[config.mk]
export PLATFORM = sky130hd
export DESIGN_NAME = bca_div
export DESIGN_NICKNAME = d
export VERILOG_FILES = /design/src/hw/rtl/bca_pkg.sv /design/src/hw/rtl/bca_div.sv
export SDC_FILE = /design/constraint.sdc
export NUM_CORES = 1
export LEC_CHECK = 0
export BUFFER_PORTS_ARGS = -buffer_cell sky130_fd_sc_hd__buf_2
export CORE_ASPECT_RATIO = 0.9
export CORE_MARGIN = 8
export CORE_UTILIZATION = 30
export DETAILED_ROUTE_END_ITERATION = 10
export REMOVE_ABC_BUFFERS = 1
export SLEW_MARGIN = 15
export SYNTH_ARGS = -nofsm -noshare
export SYNTH_HDL_FRONTEND = slang
export SYNTH_SLANG_ARGS = --single-unit
[constraint.sdc]
create_clock -name clk_i -period 4.7 [get_ports clk_i]
set_clock_uncertainty 0.15 [all_clocks]
set_input_delay 0.94 -clock clk_i [delete_from_list [all_inputs] [get_ports clk_i]]
set_output_delay 0.94 -clock clk_i [all_outputs]
set_load 0.02 [all_outputs]
[src/hw/rtl/bca_pkg.sv]
// Shared types and constants of the bootstrap covariance accumulator.
`timescale 1ns / 1ps
`default_nettype none
package bca_pkg;

  localparam int unsigned DefVectorLength = 64;
  localparam logic [15:0] SampleCountReset = 16'd100;

  localparam logic [1:0] KIND_MEAN   = 2'd0;
  localparam logic [1:0] KIND_SAMPLE = 2'd1;
  localparam logic [1:0] KIND_READ   = 2'd2;

  typedef struct packed {
    logic [1:0]         kind;
    logic [5:0]         row_index;
    logic [5:0]         col_index;
    logic signed [31:0] sample_value;
  } in_item_t;

  typedef struct packed {
    logic signed [63:0] cov_value;
    logic               saturated;
  } out_item_t;

  typedef struct packed {
    logic start;
    logic done;
  } div_ctl_t;

endpackage
`default_nettype wire

[src/hw/rtl/bca_div.sv]
// Radix-2 restoring divider: signed 64-bit dividend by unsigned 16-bit divisor.
`timescale 1ns / 1ps
`default_nettype none
module bca_div
  import bca_pkg::*;
(
  input  wire logic               clk_i,
  input  wire logic               rst_ni,
  input  wire logic               start_i,
  input  wire logic signed [63:0] dividend_i,
  input  wire logic [15:0]        divisor_i,
  output logic signed [63:0]      quotient_o,
  output div_ctl_t                ctl_o
);

  logic        run_q, run_d;
  logic        done_q, done_d;
  logic [6:0]  cnt_q, cnt_d;
  logic        neg_q, neg_d;
  logic [15:0] div_q, div_d;
  logic [15:0] rem_q, rem_d;
  logic [63:0] quo_q, quo_d;
  logic [16:0] trial;

  always_comb begin
    run_d  = run_q;
    done_d = 1'b0;
    cnt_d  = cnt_q;
    neg_d  = neg_q;
    div_d  = div_q;
    rem_d  = rem_q;
    quo_d  = quo_q;
    trial  = {rem_q, quo_q[63]};
    if (start_i) begin
      run_d = 1'b1;
      cnt_d = 7'd0;
      neg_d = dividend_i[63];
      div_d = divisor_i;
      rem_d = 16'd0;
      quo_d = dividend_i[63] ? (64'd0 - 64'(dividend_i)) : 64'(dividend_i);
    end else if (run_q) begin
      // One quotient bit per cycle.
      if (trial >= {1'b0, div_q}) begin
        rem_d = 16'(trial - {1'b0, div_q});
        quo_d = {quo_q[62:0], 1'b1};
      end else begin
        rem_d = trial[15:0];
        quo_d = {quo_q[62:0], 1'b0};
      end
      cnt_d = cnt_q + 7'd1;
      if (cnt_q == 7'd63) begin
        run_d  = 1'b0;
        done_d = 1'b1;
      end
    end
  end

  always_ff @(posedge clk_i or negedge rst_ni) begin
    if (!rst_ni) begin
      run_q  <= 1'b0;
      done_q <= 1'b0;
      cnt_q  <= 7'd0;
    end else begin
      run_q  <= run_d;
      done_q <= done_d;
      cnt_q  <= cnt_d;
    end
  end

  always_ff @(posedge clk_i) begin
    neg_q <= neg_d;
    div_q <= div_d;
    rem_q <= rem_d;
    quo_q <= quo_d;
  end

  assign quotient_o  = neg_q ? $signed(64'd0 - quo_q) : $signed(quo_q);
  assign ctl_o.start = run_q;
  assign ctl_o.done  = done_q;

endmodule
`default_nettype wire
==> impl_metrics.toml <==
[clock_tree]
cts_sinks = 106
clk_pin_slew_ns = 0.07
htreeDepth = 3
numCtsBuffers = 9
cts_tree = "yes"
cts-root-buf = "clkbuf_16"
max-clock-path-buffers = 2
clk_latency_ns = 0.37

[power]
power_frac_comb = 0.287
internal-power_mw = 1.79
ir_worst_vdd_v = 0.000170
powerDensity_mw_per_mm2 = 293
p_clk_frac = 0.268
switching_share = 0.346
seqPwrFrac = 0.445
p_leak_nw = 3.57
p_switching_mw = 0.946

[worst_setup_path]
worst_r2r_path_depth = 8
cp_data_required_time_ns = 3.61
worstReg2RegStart = "div_q[10]$_DFFE_PP_"
endpoint_kind = "primary output"
crit_path_max_fanout = 6
r2r-end = "rem_q[7]$_SDFFE_PP0P_"
cp-start-kind = "register"
rrSetupSlack_ns = 1.74
crit_type = "register to primary output"
cp.arrival_ns = 3.53

[sta]
hold_violations = 0
slew_viol_final = 0
fin_crit_sh = 0.984
setup_violations = 0
layout_min_cycle_time_ns = 4.62
tightest_slew_ns = 0.748
relSlewSlack = 0.501
rsz0062_at_grt = "true"
fmax_mhz = 216

[final_layout]
final_util = 0.363
layout-drive-gt1-share = 0.224
n_fill_cell = 2685
seq_area_mm2 = 0.00298
multi_input_area_mm2 = 0.00458
fin_cells = 1360
final_common_cell = "buf_2"
area_delta_synth_final_pct = 20.2
diodes = 0
nNetsFinal = 1110
layout_common_cells = "buf_2 (145), nor2_1 (85), xnor2_1 (82)"

[synth]
synth_largest_area_cell = "edfxtp_1"
postSynth.asyncResetShare = 0.0849
synth_top_cells_by_area = "edfxtp_1 (31%), xnor2_1 (9.3%), xor2_1 (6.2%)"
ys_seq_area_frac = 0.384
synth_area_mm2 = 0.00775
synth_seq_cells = 106
synth_top_cell_area_share = 0.314
yosysUniqueCellTypes = 56
syn_avg_cell_area_um2 = 9.02
yosysWarnings = 0
syn_inst = 860
synth_edf_count = 81
yosys_most_used_dff = "edfxtp_1"

[route]
first_iter_violations = 551
totalWireLength_um = 23400
viasPerCell = 5.17
drt_drc_violations_left = 0
wire_per_inst_um = 17.2
drtAntennaViolNets = 0
dr.pass1.iters = 5
vias = 7037

[hold_path]
holdCritPathClass = "primary input to asynchronous set/reset pin"

[die]
die_area_mm2 = 0.0313
die_w_um = 185
rows = 56
core_mm2 = 0.0257
io_pins = 149
die_h_um = 169
start_util = 0.302

[placed_design]
dp_hpwl_um = 17500
dp.cells = 1335
io_buffers = 148
place_congestion = 0.874

[global_routing]
grt_usage = 0.148
gr-total-overflow = 0
grt_first_pass_wirelength_um = 36600
grt_pass1_vias = 6653
grt_max_degree = 153
antenna_found_initial = 1

[job]
max_cap_violations = 0

[outcome]
run_status = "completed"
## registers in the layout, summed over array words and instances, names as in the netlist
register,flops
rem_q,16
quo_q,64
run_q,1
neg_q,1
done_q,1
cnt_q,7
div_q,16
## cell families after synthesis
group	count (synthesis)	share of synthesized area
xor+xnor	137	0.155
buf+inv	65	0.0329
mux	18	0.0250
simple gates	295	0.189
flops	106	0.384
compound gates	219	0.181
fa+ha+maj	20	0.0332
## what timing repair did
action | 4_1_cts | 5_1_grt
pin swaps | 1 | 2
hold buffers | 0 | 0
gates cloned | 0 | 0
setup endpoints to repair | 4 | 14
gates resized for setup | 2 | 11
setup buffers | 4 | 5
## cell usage after synthesis, types with 4 or more instances
cell type / n
nor4_1: 12
o21ai_0: 54
or3_1: 22
xnor2_1: 82
nor3_1: 23
mux2_2: 11
nand3b_1: 5
xor2_1: 55
nor2_1: 85
buf_1: 5
nand2_1: 71
a311oi_1: 7
o41ai_1: 20
or4_1: 13
nand3_1: 22
nand4b_1: 4
a21o_1: 6
ha_1: 19
edfxtp_1: 81
clkbuf_1: 30
or2_2: 7
inv_1: 26
a21oi_1: 67
dfrtp_1: 9
mux2i_1: 7
nand4_1: 6
nand2b_1: 10
o31ai_1: 42
dfxtp_1: 16
## layout make-up
type / instances / area share
clock buffer: 11 / 0.0250
clock inverter: 5 / 0.00416
inverter: 27 / 0.0109
multi-input combinational: 689 / 0.491
sequential: 106 / 0.319
tap: 348 / 0.0467
timing repair buffer: 174 / 0.103
## power by group through the flow
stage | Sequential, mW | Combinational (mW) | Clock, mW
5_1_grt | 1.23 | 0.851 | 0.794
4_1_cts | 1.21 | 0.779 | 0.760
2_1_floorplan | 1.21 | 0.468 | 0
3_3_place_gp | 1.23 | 0.766 | 0
3_5_place_dp | 1.24 | 0.766 | 0
6_report | 1.22 | 0.786 | 0.733
## critical path, stage by stage (launching register included)
cell and delay, ns:
edfxtp_1 0.40, or4_4 0.57, or3_4 0.40, or4_4 0.47, or3_4 0.40, or3_4 0.39
o41ai_4 0.22, xnor2_1 0.15, buf_4 0.16
## metal layers
layer / part of all wire / vias up / wire length, um / GRT usage
met5: 0.00056 / - / 13 / 0
met4: 0.016 / 2 / 378 / 0.0389
met3: 0.080 / 25 / 1870 / 0.0450
met2: 0.45 / 236 / 10400 / 0.225
met1: 0.46 / 3317 / 10700 / 0.200
li1: - / 3457 / - / -
## per-stage QoR
step                hold WS (ns)  area, um2  TNS [ns]  total power [mW]  worst slack (ns)
detailed placement         0.336       8920         0              2.00             0.348
global placement           0.326       8920         0              2.00             0.450
floorplan                  0.300       7600         0              1.68             0.587
finish                     0.270       9330         0              2.74            0.0760
global route               0.263       9330   -0.0299              2.88           -0.0288
CTS                        0.255       9230         0              2.75           0.00874
## worst max-delay path by stage
stage                                   start             end  slack (ns)  depth (start not counted)
final                     quo_q[30]$_DFFE_PP_  quotient_o[52]        0.08                          8
after global routing      quo_q[30]$_DFFE_PP_  quotient_o[52]       -0.03                          8
after CTS                 quo_q[30]$_DFFE_PP_  quotient_o[52]       0.009                          8
after detailed placement  quo_q[30]$_DFFE_PP_  quotient_o[50]        0.35                          8
after global placement    quo_q[30]$_DFFE_PP_  quotient_o[52]        0.45                          8
after floorplan           quo_q[30]$_DFFE_PP_  quotient_o[52]        0.59                          7
(Power assumes the default switching activity.)
